--- src/rtl/cse_pkg.sv ---
// cse_pkg: widths, codes and the microcode table of the cosine similarity engine.
// Self-contained; used by rtl/cosine_similarity_engine.sv.
package cse_pkg;

  localparam int unsigned DOT_W    = 41;
  localparam int unsigned NORM_W   = 40;
  localparam int unsigned SIM_W    = 16;
  localparam int unsigned STATUS_W = 2;

  // shared multiplier: operands split into two halves
  localparam int unsigned MH_W  = 21;
  localparam int unsigned MOP_W = 2 * MH_W;
  localparam int unsigned MP_W  = 2 * MH_W;

  localparam int unsigned ACC_W  = 2 * NORM_W + 2;
  localparam int unsigned DEN_W  = 2 * NORM_W;
  localparam int unsigned Q_W    = 2 * (SIM_W - 1);
  localparam int unsigned ROOT_W = Q_W + 1;
  localparam int unsigned CNT_W  = 5;
  localparam int unsigned PC_W   = 5;

  localparam logic [DOT_W-1:0]  DOT_MAX  = {1'b0, {(DOT_W-1){1'b1}}};
  localparam logic [DOT_W-1:0]  DOT_MIN  = {1'b1, {(DOT_W-1){1'b0}}};
  localparam logic [NORM_W-1:0] NORM_MAX = {NORM_W{1'b1}};
  localparam logic [SIM_W-1:0]  MAG_ONE  = {1'b1, {(SIM_W-1){1'b0}}};
  localparam logic [SIM_W-1:0]  SIM_MAX  = {1'b0, {(SIM_W-1){1'b1}}};

  localparam logic [CNT_W-1:0] DIV_CNT_INIT  = CNT_W'(Q_W - 1);
  localparam logic [CNT_W-1:0] SQRT_CNT_INIT = CNT_W'(Q_W / 2 - 1);

  typedef logic [PC_W-1:0] upc_t;

  localparam upc_t S_IDLE      = 5'd0;
  localparam upc_t S_ZERO_CHK  = 5'd1;
  localparam upc_t S_NRM_P1    = 5'd2;
  localparam upc_t S_NRM_P2    = 5'd3;
  localparam upc_t S_NRM_P3    = 5'd4;
  localparam upc_t S_DOT_P0    = 5'd5;
  localparam upc_t S_DOT_P1    = 5'd6;
  localparam upc_t S_DOT_P2    = 5'd7;
  localparam upc_t S_DOT_P3    = 5'd8;
  localparam upc_t S_DOT_END   = 5'd9;
  localparam upc_t S_SAT_CHK   = 5'd10;
  localparam upc_t S_DIV_LOOP  = 5'd11;
  localparam upc_t S_SQRT_INIT = 5'd12;
  localparam upc_t S_SQRT_LOOP = 5'd13;
  localparam upc_t S_EMIT_ROOT = 5'd14;
  localparam upc_t S_EMIT_SAT  = 5'd15;
  localparam upc_t S_EMIT_ZERO = 5'd16;

  typedef enum logic [1:0] {
    ST_OK        = 2'd0,
    ST_ZERO_NORM = 2'd1,
    ST_OVERFLOW  = 2'd2
  } status_e;

  typedef enum logic [2:0] {
    C_NONE,
    C_NOT_GO,
    C_ZERO_NORM,
    C_DEN_LE_ACC,
    C_CNT_NZ,
    C_OUT_BUSY
  } cond_e;

  typedef enum logic [2:0] {
    ALU_NOP,
    ALU_MAC_LOAD,
    ALU_MAC_ADD,
    ALU_DIV_INIT,
    ALU_DIV_STEP,
    ALU_SQRT_INIT,
    ALU_SQRT_STEP
  } alu_e;

  typedef enum logic [1:0] {
    SH_NONE,
    SH_ONE_HALF,
    SH_TWO_HALVES
  } shift_e;

  typedef enum logic {
    MS_NORMS,
    MS_DOT
  } mul_src_e;

  typedef enum logic [1:0] {
    OUT_NONE,
    OUT_ROOT,
    OUT_SAT,
    OUT_ZERO
  } out_sel_e;

  typedef struct packed {
    cond_e    cond;
    upc_t     target;
    logic     ret;
    mul_src_e mul_src;
    logic     mul_xh;
    logic     mul_yh;
    alu_e     alu;
    shift_e   shift;
    logic     den_ld;
    out_sel_e out_sel;
  } uword_t;

  localparam uword_t UW_NOP = '{
    cond: C_NONE, target: S_IDLE, ret: 1'b0, mul_src: MS_NORMS, mul_xh: 1'b0,
    mul_yh: 1'b0, alu: ALU_NOP, shift: SH_NONE, den_ld: 1'b0, out_sel: OUT_NONE
  };

  // Program: norm product, dot squared, saturation check, long division,
  // integer square root, emit.
  function automatic uword_t ucode(input upc_t pc);
    uword_t w;
    w = UW_NOP;
    unique case (pc)
      S_IDLE: begin
        w.cond = C_NOT_GO;
        w.target = S_IDLE;
      end
      S_ZERO_CHK: begin
        w.cond = C_ZERO_NORM;
        w.target = S_EMIT_ZERO;
      end
      S_NRM_P1: begin
        w.mul_yh = 1'b1;
        w.alu = ALU_MAC_LOAD;
      end
      S_NRM_P2: begin
        w.mul_xh = 1'b1;
        w.alu = ALU_MAC_ADD;
        w.shift = SH_ONE_HALF;
      end
      S_NRM_P3: begin
        w.mul_xh = 1'b1;
        w.mul_yh = 1'b1;
        w.alu = ALU_MAC_ADD;
        w.shift = SH_ONE_HALF;
      end
      S_DOT_P0: begin
        w.mul_src = MS_DOT;
        w.alu = ALU_MAC_ADD;
        w.shift = SH_TWO_HALVES;
      end
      S_DOT_P1: begin
        w.mul_src = MS_DOT;
        w.mul_yh = 1'b1;
        w.den_ld = 1'b1;
        w.alu = ALU_MAC_LOAD;
      end
      S_DOT_P2: begin
        w.mul_src = MS_DOT;
        w.mul_xh = 1'b1;
        w.alu = ALU_MAC_ADD;
        w.shift = SH_ONE_HALF;
      end
      S_DOT_P3: begin
        w.mul_src = MS_DOT;
        w.mul_xh = 1'b1;
        w.mul_yh = 1'b1;
        w.alu = ALU_MAC_ADD;
        w.shift = SH_ONE_HALF;
      end
      S_DOT_END: begin
        w.alu = ALU_MAC_ADD;
        w.shift = SH_TWO_HALVES;
      end
      S_SAT_CHK: begin
        w.cond = C_DEN_LE_ACC;
        w.target = S_EMIT_SAT;
        w.alu = ALU_DIV_INIT;
      end
      S_DIV_LOOP: begin
        w.cond = C_CNT_NZ;
        w.target = S_DIV_LOOP;
        w.alu = ALU_DIV_STEP;
      end
      S_SQRT_INIT: begin
        w.alu = ALU_SQRT_INIT;
      end
      S_SQRT_LOOP: begin
        w.cond = C_CNT_NZ;
        w.target = S_SQRT_LOOP;
        w.alu = ALU_SQRT_STEP;
      end
      S_EMIT_ROOT: begin
        w.cond = C_OUT_BUSY;
        w.target = S_EMIT_ROOT;
        w.ret = 1'b1;
        w.out_sel = OUT_ROOT;
      end
      S_EMIT_SAT: begin
        w.cond = C_OUT_BUSY;
        w.target = S_EMIT_SAT;
        w.ret = 1'b1;
        w.out_sel = OUT_SAT;
      end
      S_EMIT_ZERO: begin
        w.cond = C_OUT_BUSY;
        w.target = S_EMIT_ZERO;
        w.ret = 1'b1;
        w.out_sel = OUT_ZERO;
      end
      default: begin
        w.ret = 1'b1;
      end
    endcase
    return w;
  endfunction

endpackage

--- src/rtl/cosine_similarity_engine.sv ---
// Streaming cosine similarity: one element pair a cycle, one beat per final pair.
// The result of a final pair comes from the 30-step long division and 15-step square
// root loops of the microcode sequencer, which a zero norm or a saturating ratio skips.
// Ordinary pairs are taken one per cycle; input stalls from a final pair until its
// result is registered. Reset clears sums and sequencer at once.
// cosine_similarity_engine: top level, microcoded sequencer and datapath.
// Depends on rtl/cse_pkg.sv.
module cosine_similarity_engine import cse_pkg::*; #(
  parameter int ELEMENT_BITS = 16
) (
  input  logic                           clk_i,
  input  logic                           rst_ni,
  input  logic                           in_valid_i,
  output logic                           in_stall_o,
  input  logic signed [ELEMENT_BITS-1:0] element_a_i,
  input  logic signed [ELEMENT_BITS-1:0] element_b_i,
  input  logic                           last_pair_i,
  output logic                           out_valid_o,
  input  logic                           out_stall_i,
  output logic signed [SIM_W-1:0]        similarity_o,
  output logic [STATUS_W-1:0]            status_o
);

  localparam int PROD_W = 2 * ELEMENT_BITS;
  localparam int DSUM_W = ((PROD_W > DOT_W) ? PROD_W : DOT_W) + 1;
  localparam int NSUM_W = ((PROD_W > NORM_W) ? PROD_W : NORM_W) + 1;

  logic                     in_accept;
  logic signed [PROD_W-1:0] ab_w, aa_w, bb_w;
  logic signed [PROD_W-1:0] prod_ab_q;
  logic [PROD_W-1:0]        prod_aa_q, prod_bb_q;
  logic                     prod_vld_q, prod_last_q;
  logic                     go;

  logic [DOT_W-1:0]  dot_q, dot_d;
  logic [NORM_W-1:0] na_q, na_d, nb_q, nb_d;
  logic              ovf_q, ovf_d;
  logic [DSUM_W-1:0] dsum_w;
  logic [NSUM_W-1:0] nasum_w, nbsum_w;
  logic              dot_ovf, na_ovf, nb_ovf;

  upc_t   pc_q, pc_d;
  uword_t uw;
  logic   jump;
  logic   out_busy;
  logic   emit_fire;

  logic [DOT_W-1:0]  dmag_w;
  logic [MOP_W-1:0]  x_w, y_w;
  logic [MH_W-1:0]   x_half, y_half;
  logic [MP_W-1:0]   mul_w;
  logic [MP_W-1:0]   mp_q;
  logic [ACC_W-1:0]  mac_term;
  logic [ACC_W-1:0]  acc_q, acc_d;
  logic [DEN_W-1:0]  den_q, den_d;
  logic [ACC_W-1:0]  den_ext, div_sh;
  logic              div_ge;
  logic [Q_W-1:0]    q_q, q_d;
  logic [ROOT_W-1:0] root_q, root_d;
  logic [ROOT_W-1:0] sq_one, sq_trial, sq_rem;
  logic              sq_ge;
  logic [CNT_W-1:0]  cnt_q, cnt_d;

  logic [SIM_W-1:0]    mag_w, sim_w;
  status_e             status_w;
  logic                out_valid_q;
  logic [SIM_W-1:0]    sim_q;
  logic [STATUS_W-1:0] status_q;

  // input side: products registered, summed in the next cycle
  assign go         = prod_vld_q && prod_last_q;
  assign in_stall_o = (pc_q != S_IDLE) || go;
  assign in_accept  = in_valid_i && !in_stall_o;

  assign ab_w = PROD_W'(element_a_i) * PROD_W'(element_b_i);
  assign aa_w = PROD_W'(element_a_i) * PROD_W'(element_a_i);
  assign bb_w = PROD_W'(element_b_i) * PROD_W'(element_b_i);

  assign dsum_w  = DSUM_W'($signed(dot_q)) + DSUM_W'(prod_ab_q);
  assign nasum_w = NSUM_W'(na_q) + NSUM_W'(prod_aa_q);
  assign nbsum_w = NSUM_W'(nb_q) + NSUM_W'(prod_bb_q);

  assign dot_ovf = !((&dsum_w[DSUM_W-1:DOT_W-1]) || !(|dsum_w[DSUM_W-1:DOT_W-1]));
  assign na_ovf  = |nasum_w[NSUM_W-1:NORM_W];
  assign nb_ovf  = |nbsum_w[NSUM_W-1:NORM_W];

  // sequencer
  assign uw       = ucode(pc_q);
  assign out_busy = out_valid_q && out_stall_i;

  always_comb begin
    unique case (uw.cond)
      C_NONE:       jump = 1'b0;
      C_NOT_GO:     jump = !go;
      C_ZERO_NORM:  jump = (na_q == '0) || (nb_q == '0);
      C_DEN_LE_ACC: jump = (den_ext <= acc_q);
      C_CNT_NZ:     jump = (cnt_q != '0);
      C_OUT_BUSY:   jump = out_busy;
      default:      jump = 1'b0;
    endcase
  end

  always_comb begin
    priority if (jump) begin
      pc_d = uw.target;
    end else if (uw.ret) begin
      pc_d = S_IDLE;
    end else begin
      pc_d = pc_q + upc_t'(1);
    end
  end

  assign emit_fire = (uw.out_sel != OUT_NONE) && !out_busy;

  always_comb begin
    dot_d = dot_q;
    na_d  = na_q;
    nb_d  = nb_q;
    ovf_d = ovf_q;
    priority if (emit_fire) begin
      dot_d = '0;
      na_d  = '0;
      nb_d  = '0;
      ovf_d = 1'b0;
    end else if (prod_vld_q) begin
      dot_d = dot_ovf ? (dsum_w[DSUM_W-1] ? DOT_MIN : DOT_MAX) : dsum_w[DOT_W-1:0];
      na_d  = na_ovf ? NORM_MAX : nasum_w[NORM_W-1:0];
      nb_d  = nb_ovf ? NORM_MAX : nbsum_w[NORM_W-1:0];
      ovf_d = ovf_q || dot_ovf || na_ovf || nb_ovf;
    end
  end

  // shared half-width multiplier
  assign dmag_w = dot_q[DOT_W-1] ? (~dot_q + DOT_W'(1)) : dot_q;
  assign x_w    = (uw.mul_src == MS_DOT) ? MOP_W'(dmag_w) : MOP_W'(na_q);
  assign y_w    = (uw.mul_src == MS_DOT) ? MOP_W'(dmag_w) : MOP_W'(nb_q);
  assign x_half = uw.mul_xh ? x_w[MOP_W-1:MH_W] : x_w[MH_W-1:0];
  assign y_half = uw.mul_yh ? y_w[MOP_W-1:MH_W] : y_w[MH_W-1:0];
  assign mul_w  = MP_W'(x_half) * MP_W'(y_half);

  always_comb begin
    unique case (uw.shift)
      SH_NONE:       mac_term = ACC_W'(mp_q);
      SH_ONE_HALF:   mac_term = ACC_W'(mp_q) << MH_W;
      SH_TWO_HALVES: mac_term = ACC_W'(mp_q) << (2 * MH_W);
      default:       mac_term = ACC_W'(mp_q);
    endcase
  end

  // restoring division of dot^2 * 2^30 by normA * normB; remainder kept in acc
  assign den_ext = ACC_W'(den_q);
  assign div_sh  = {acc_q[ACC_W-2:0], 1'b0};
  assign div_ge  = (div_sh >= den_ext);

  // integer square root of the quotient, two radicand bits a step
  assign sq_one   = ROOT_W'(1) << {cnt_q, 1'b0};
  assign sq_trial = root_q + sq_one;
  assign sq_rem   = ROOT_W'(q_q) - sq_trial;
  assign sq_ge    = (ROOT_W'(q_q) >= sq_trial);

  always_comb begin
    acc_d  = acc_q;
    den_d  = den_q;
    q_d    = q_q;
    root_d = root_q;
    cnt_d  = cnt_q;
    if (uw.den_ld) begin
      den_d = acc_q[DEN_W-1:0];
    end
    unique case (uw.alu)
      ALU_NOP: begin
      end
      ALU_MAC_LOAD: begin
        acc_d = mac_term;
      end
      ALU_MAC_ADD: begin
        acc_d = acc_q + mac_term;
      end
      ALU_DIV_INIT: begin
        q_d   = '0;
        cnt_d = DIV_CNT_INIT;
      end
      ALU_DIV_STEP: begin
        acc_d = div_ge ? (div_sh - den_ext) : div_sh;
        q_d   = {q_q[Q_W-2:0], div_ge};
        cnt_d = cnt_q - CNT_W'(1);
      end
      ALU_SQRT_INIT: begin
        root_d = '0;
        cnt_d  = SQRT_CNT_INIT;
      end
      ALU_SQRT_STEP: begin
        q_d    = sq_ge ? sq_rem[Q_W-1:0] : q_q;
        root_d = sq_ge ? ((root_q >> 1) + sq_one) : (root_q >> 1);
        cnt_d  = cnt_q - CNT_W'(1);
      end
      default: begin
      end
    endcase
  end

  // result formatting
  always_comb begin
    unique case (uw.out_sel)
      OUT_ROOT: mag_w = root_q[SIM_W-1:0];
      OUT_SAT:  mag_w = MAG_ONE;
      default:  mag_w = '0;
    endcase
  end

  assign sim_w = dot_q[DOT_W-1] ? (~mag_w + SIM_W'(1))
                                : (mag_w[SIM_W-1] ? SIM_MAX : mag_w);
  assign status_w = (uw.out_sel == OUT_ZERO) ? ST_ZERO_NORM
                                             : (ovf_q ? ST_OVERFLOW : ST_OK);

  always_ff @(posedge clk_i or negedge rst_ni) begin
    if (!rst_ni) begin
      pc_q        <= S_IDLE;
      prod_vld_q  <= 1'b0;
      dot_q       <= '0;
      na_q        <= '0;
      nb_q        <= '0;
      ovf_q       <= 1'b0;
      out_valid_q <= 1'b0;
    end else begin
      pc_q       <= pc_d;
      prod_vld_q <= in_accept;
      dot_q      <= dot_d;
      na_q       <= na_d;
      nb_q       <= nb_d;
      ovf_q      <= ovf_d;
      if (emit_fire) begin
        out_valid_q <= 1'b1;
      end else if (!out_stall_i) begin
        out_valid_q <= 1'b0;
      end
    end
  end

  always_ff @(posedge clk_i) begin
    if (in_accept) begin
      prod_ab_q   <= ab_w;
      prod_aa_q   <= aa_w;
      prod_bb_q   <= bb_w;
      prod_last_q <= last_pair_i;
    end
    mp_q   <= mul_w;
    acc_q  <= acc_d;
    den_q  <= den_d;
    q_q    <= q_d;
    root_q <= root_d;
    cnt_q  <= cnt_d;
    if (emit_fire) begin
      sim_q    <= sim_w;
      status_q <= status_w;
    end
  end

  assign out_valid_o  = out_valid_q;
  assign similarity_o = sim_q;
  assign status_o     = status_q;

`ifndef NO_ASSERTIONS
  a_sums_cleared: assert property (@(posedge clk_i) disable iff (!rst_ni)
    emit_fire |=> (dot_q == '0) && (na_q == '0) && (nb_q == '0) && !ovf_q)
    else $error("sums not cleared after result beat");

  a_go_only_idle: assert property (@(posedge clk_i) disable iff (!rst_ni)
    go |-> (pc_q == S_IDLE))
    else $error("final pair seen while sequencer busy");

  a_div_rem: assert property (@(posedge clk_i) disable iff (!rst_ni)
    (pc_q == S_SQRT_INIT) |-> (acc_q < den_ext))
    else $error("division remainder not below divisor");

  a_root_range: assert property (@(posedge clk_i) disable iff (!rst_ni)
    (pc_q == S_EMIT_ROOT) |-> (root_q[ROOT_W-1:SIM_W-1] == '0))
    else $error("square root exceeds Q1.15 magnitude");
`endif

endmodule

--- config.mk ---
export PLATFORM = sky130hd
export DESIGN_NAME = cosine_similarity_engine
export DESIGN_NICKNAME = d
export VERILOG_FILES = /design/src/rtl/cse_pkg.sv /design/src/rtl/cosine_similarity_engine.sv
export SDC_FILE = /design/constraint.sdc
export NUM_CORES = 2
export LEC_CHECK = 0
export ABC_AREA = 0
export BUFFER_PORTS_ARGS = -buffer_cell sky130_fd_sc_hd__buf_2
export CORE_MARGIN = 2
export CORE_UTILIZATION = 25
export DETAILED_ROUTE_END_ITERATION = 12
export GPL_TIMING_DRIVEN = 0
export PLACE_DENSITY = 0.41
export SLEW_MARGIN = 20
export SYNTH_ARGS = -nofsm -noshare
export SYNTH_HDL_FRONTEND = slang
export SYNTH_SLANG_ARGS = --single-unit
export TNS_END_PERCENT = 20
--- constraint.sdc ---
create_clock -name clk_i -period 9.2 [get_ports clk_i]
set_clock_uncertainty 0.2 [all_clocks]
set_input_delay 0.92 -clock clk_i [delete_from_list [all_inputs] [get_ports clk_i]]
set_output_delay 0.92 -clock clk_i [all_outputs]
set_load 0.02 [all_outputs]
==> results.txt <==
Outcome -> finished with violations
Failing checks -> setup timing
Crit-path max FO -> 10
Max_cap viols -> 0
Root Driver -> clkbuf_16
Startpoint Class -> register
Post-synth ARST share -> 25.20%
Synth Warn # -> 0
Hold wc startpoint -> last_pair_i
Die X -> 589.1 microns
Worst r2r path cells -> 35
Finish-stage setup viols -> 18
Pre-antenna DRT Iters -> 6
Worst Hold Class -> in2reg
Sequential area share after synthesis -> 16.72%
Vias in the first global route -> 74430
Die Area -> 347000 sq um
Row count -> 214
CTS Sinks -> 512
Register area -> 14310 sq um
Multi-input logic area -> 64710 sq um
Post-route insts no fill -> 14550
Worst r2r dst -> mp_q[41]
CTS clk-pin slew, worst paths -> 60 ps
Syn Std Cell Area -> 85580 sq um
Hpwl dp -> 263.2 mm
First-pass GRT wire length -> 477.9 mm
Die H -> 589.1 microns
Mapped Cells -> 9712
Clk Latency, worst-skew pair -> 730 ps
Syn nets -> 11680
R2R setup slack -> -660 ps
Minimum clock period -> 9864 ps
Layout fillers -> 36500
Vias/cell -> 4.859
CP arrival -> 10260 ps
Antenna viol nets, final -> 0
Netlist cell types -> 103
CTS Buf Count -> 76
Largest net degree at the start of global routing -> 80
Clock Path Buffers -> 3
Max-slew violations -> 0
WHS Path Cells -> 1
Placement Setup Slack -> -3354 ps
EDFF count, synth -> 341
FF-to-FF Start -> dot_q[11]
Setup crit end kind -> register
DRC -> 0
I/O Buffers -> 46
Hold WS -> 228.2 ps
Htree depth -> 3
Initial Util -> 25.15%
Cells after DPL -> 14330
Nets -> 11920
Slew HR -> 23.07%
Grt ovf -> 0
Most used DFF post-synth -> edfxtp_1
CP max stage delay -> 580 ps
Max Clk Rate -> 101.4 MHz
Synthesized area per cell -> 8.811 sq um
Worst path slowest cell -> or4_4
Gr usage total -> 18.11%
Share of cells above drive strength 1 -> 6.551%
Core ar. -> 340300 sq um
Ports -> 57
1st-iter DRT viols -> 4983
Setup CP Type -> reg2reg
Req. time, crit path -> 9600 ps
Final hold vios -> 0
Final wirelength -> 316.9 mm
CTS tree -> done
Vias -> 70720
RSZ-0062 raised after global routing -> true
Most Frequent Cell on Critical Path -> fa_1
Worst setup margin -> -663.8 ps
DR WL/cell -> 21.78 microns
Seq cells post-synth -> 512
Hold endpoint -> prod_last_q
Initial antenna violation count -> 8
Fin crit share -> 107.2%
Placer Congestion -> 0.9169
Area growth syn-to-layout -> 13.04%
Worst Tran Pin Value -> 1154 ps
## sequential cells by signal, indices dropped and copies added, names as in the netlist
register,cells
acc_q,82
den_q,80
mp_q,42
dot_q,41
na_q,40
nb_q,40
prod_ab_q,32
prod_aa_q,31
prod_bb_q,31
root_q,31
q_q,30
similarity_o,16
cnt_q,5
pc_q,5
status_o,2
out_valid_o,1
ovf_q,1
prod_last_q,1
prod_vld_q,1
## how the worst max path moves through the flow
stage                     startpoint        to  slack (ps)  depth (start not counted)
after floorplan             dot_q[2]  mp_q[41]        -290                         36
after global placement       pc_q[0]  acc_q[5]       -3530                          9
after detailed placement     pc_q[0]  mp_q[41]       -3350                         36
after CTS                   dot_q[5]  mp_q[41]        -920                         38
after global routing       dot_q[15]  mp_q[41]       -1000                         36
final                      dot_q[11]  mp_q[41]        -660                         35
## critical path, delay by kind of cell, from the launching register on
kind	cells	cell delay (ps)
fa+ha+maj	8	3830
compound gates	10	2320
simple gates	9	2090
buf+inv	6	580
flops	1	450
xor+xnor	2	250
## placed cells by master, fill, tap and decap left out, types with 38 or more instances in the layout
| cell type | instances |
|---|---|
| a211oi_1 | 63 |
| a21o_1 | 264 |
| a21oi_1 | 500 |
| a22o_1 | 50 |
| a22oi_1 | 58 |
| a31oi_1 | 150 |
| and2_1 | 311 |
| and3_1 | 63 |
| buf_2 | 78 |
| buf_4 | 104 |
| clkbuf_1 | 313 |
| clkbuf_16 | 81 |
| dfrtp_1 | 125 |
| dfxtp_1 | 42 |
| edfxtp_1 | 341 |
| fa_1 | 1101 |
| ha_1 | 817 |
| inv_1 | 1579 |
| mux2i_1 | 85 |
| nand2_1 | 1003 |
| nand2b_1 | 84 |
| nand3_1 | 107 |
| nand4_1 | 101 |
| nor2_1 | 499 |
| nor2b_1 | 68 |
| nor3_1 | 88 |
| nor4_1 | 40 |
| o211ai_1 | 50 |
| o21a_1 | 63 |
| o21ai_0 | 417 |
| o21ai_1 | 48 |
| o21bai_1 | 75 |
| o31ai_1 | 46 |
| or3_1 | 38 |
| xnor2_1 | 295 |
| xor2_1 | 192 |
## cell type report
type	instances	area share, %
clock inverters	38	0.4941
clock buffers	102	2.238
plain buffers	416	1.997
inverters	1602	6.222
diodes	3	0.007760
flip-flops and latches	512	14.80
multi-input cells	7179	66.90
repair buffers	165	1.482
well taps	4536	5.867
## metal layers
| metal | global-route usage, % | wire length [microns] |
|---|---|---|
| met1 | 24.30 | 144100 |
| met2 | 30.54 | 149500 |
| met3 | 1.486 | 11480 |
| met4 | 6.231 | 11870 |
| met5 | 0 | 0 |
## kinds of logic (layout without fill, tap and decap cells)
| group | count (synthesis) | after routing | share of synthesized area, % |
|---|---|---|---|
| multiplexers | 102 | 102 | 1.276 |
| AO/OA/AOI/OAI | 2098 | 2098 | 15.93 |
| buffers and inverters | 2021 | 2323 | 8.977 |
| AND/OR/NAND/NOR | 2555 | 2555 | 14.16 |
| adder cells (fa/ha/maj) | 1931 | 1931 | 37.90 |
| flip-flops | 512 | 512 | 16.72 |
| other | 0 | 3 | 0 |
| XOR/XNOR | 493 | 493 | 5.046 |
## per-stage QoR
stage	setup TNS, ps	area [sq um]	util, %
after floorplan	-806.7	85580	-
after global placement	-415790	91490	26.88
after detailed placement	-96540	92130	27.07
after CTS	-8427	96310	28.30
after global routing	-13340	96730	28.42
final	-6470	96740	28.43
## timing repair
item,CTS,global route
hold buffers,1,0
hold endpoints to repair,50,0
pin swaps,69,64
setup buffers,66,21
resized for setup,249,115
endpoints found under the setup margin,68,40
## synth_stat cells (77+ instances only)
cell         n  area share [%]
inv_1     1592             7.0
fa_1      1102              26
nand2_1   1010             4.4
ha_1       828              12
nor2_1     515             2.3
a21oi_1    513             3.0
o21ai_0    429             2.5
clkbuf_1   363             1.6
edfxtp_1   341              12
and2_1     312             2.3
xnor2_1    300             3.1
a21o_1     264             2.3
xor2_1     193             2.0
a31oi_1    153             1.1
dfrtp_1    129             3.8
nand3_1    109            0.64
nand4_1    101            0.74
nor3_1      95            0.56
mux2i_1     90             1.1
nand2b_1    84            0.61
o21bai_1    77            0.68
Power is not shown: default switching activity piles up to over one toggle a cycle in this logic, so the estimate is an artifact.
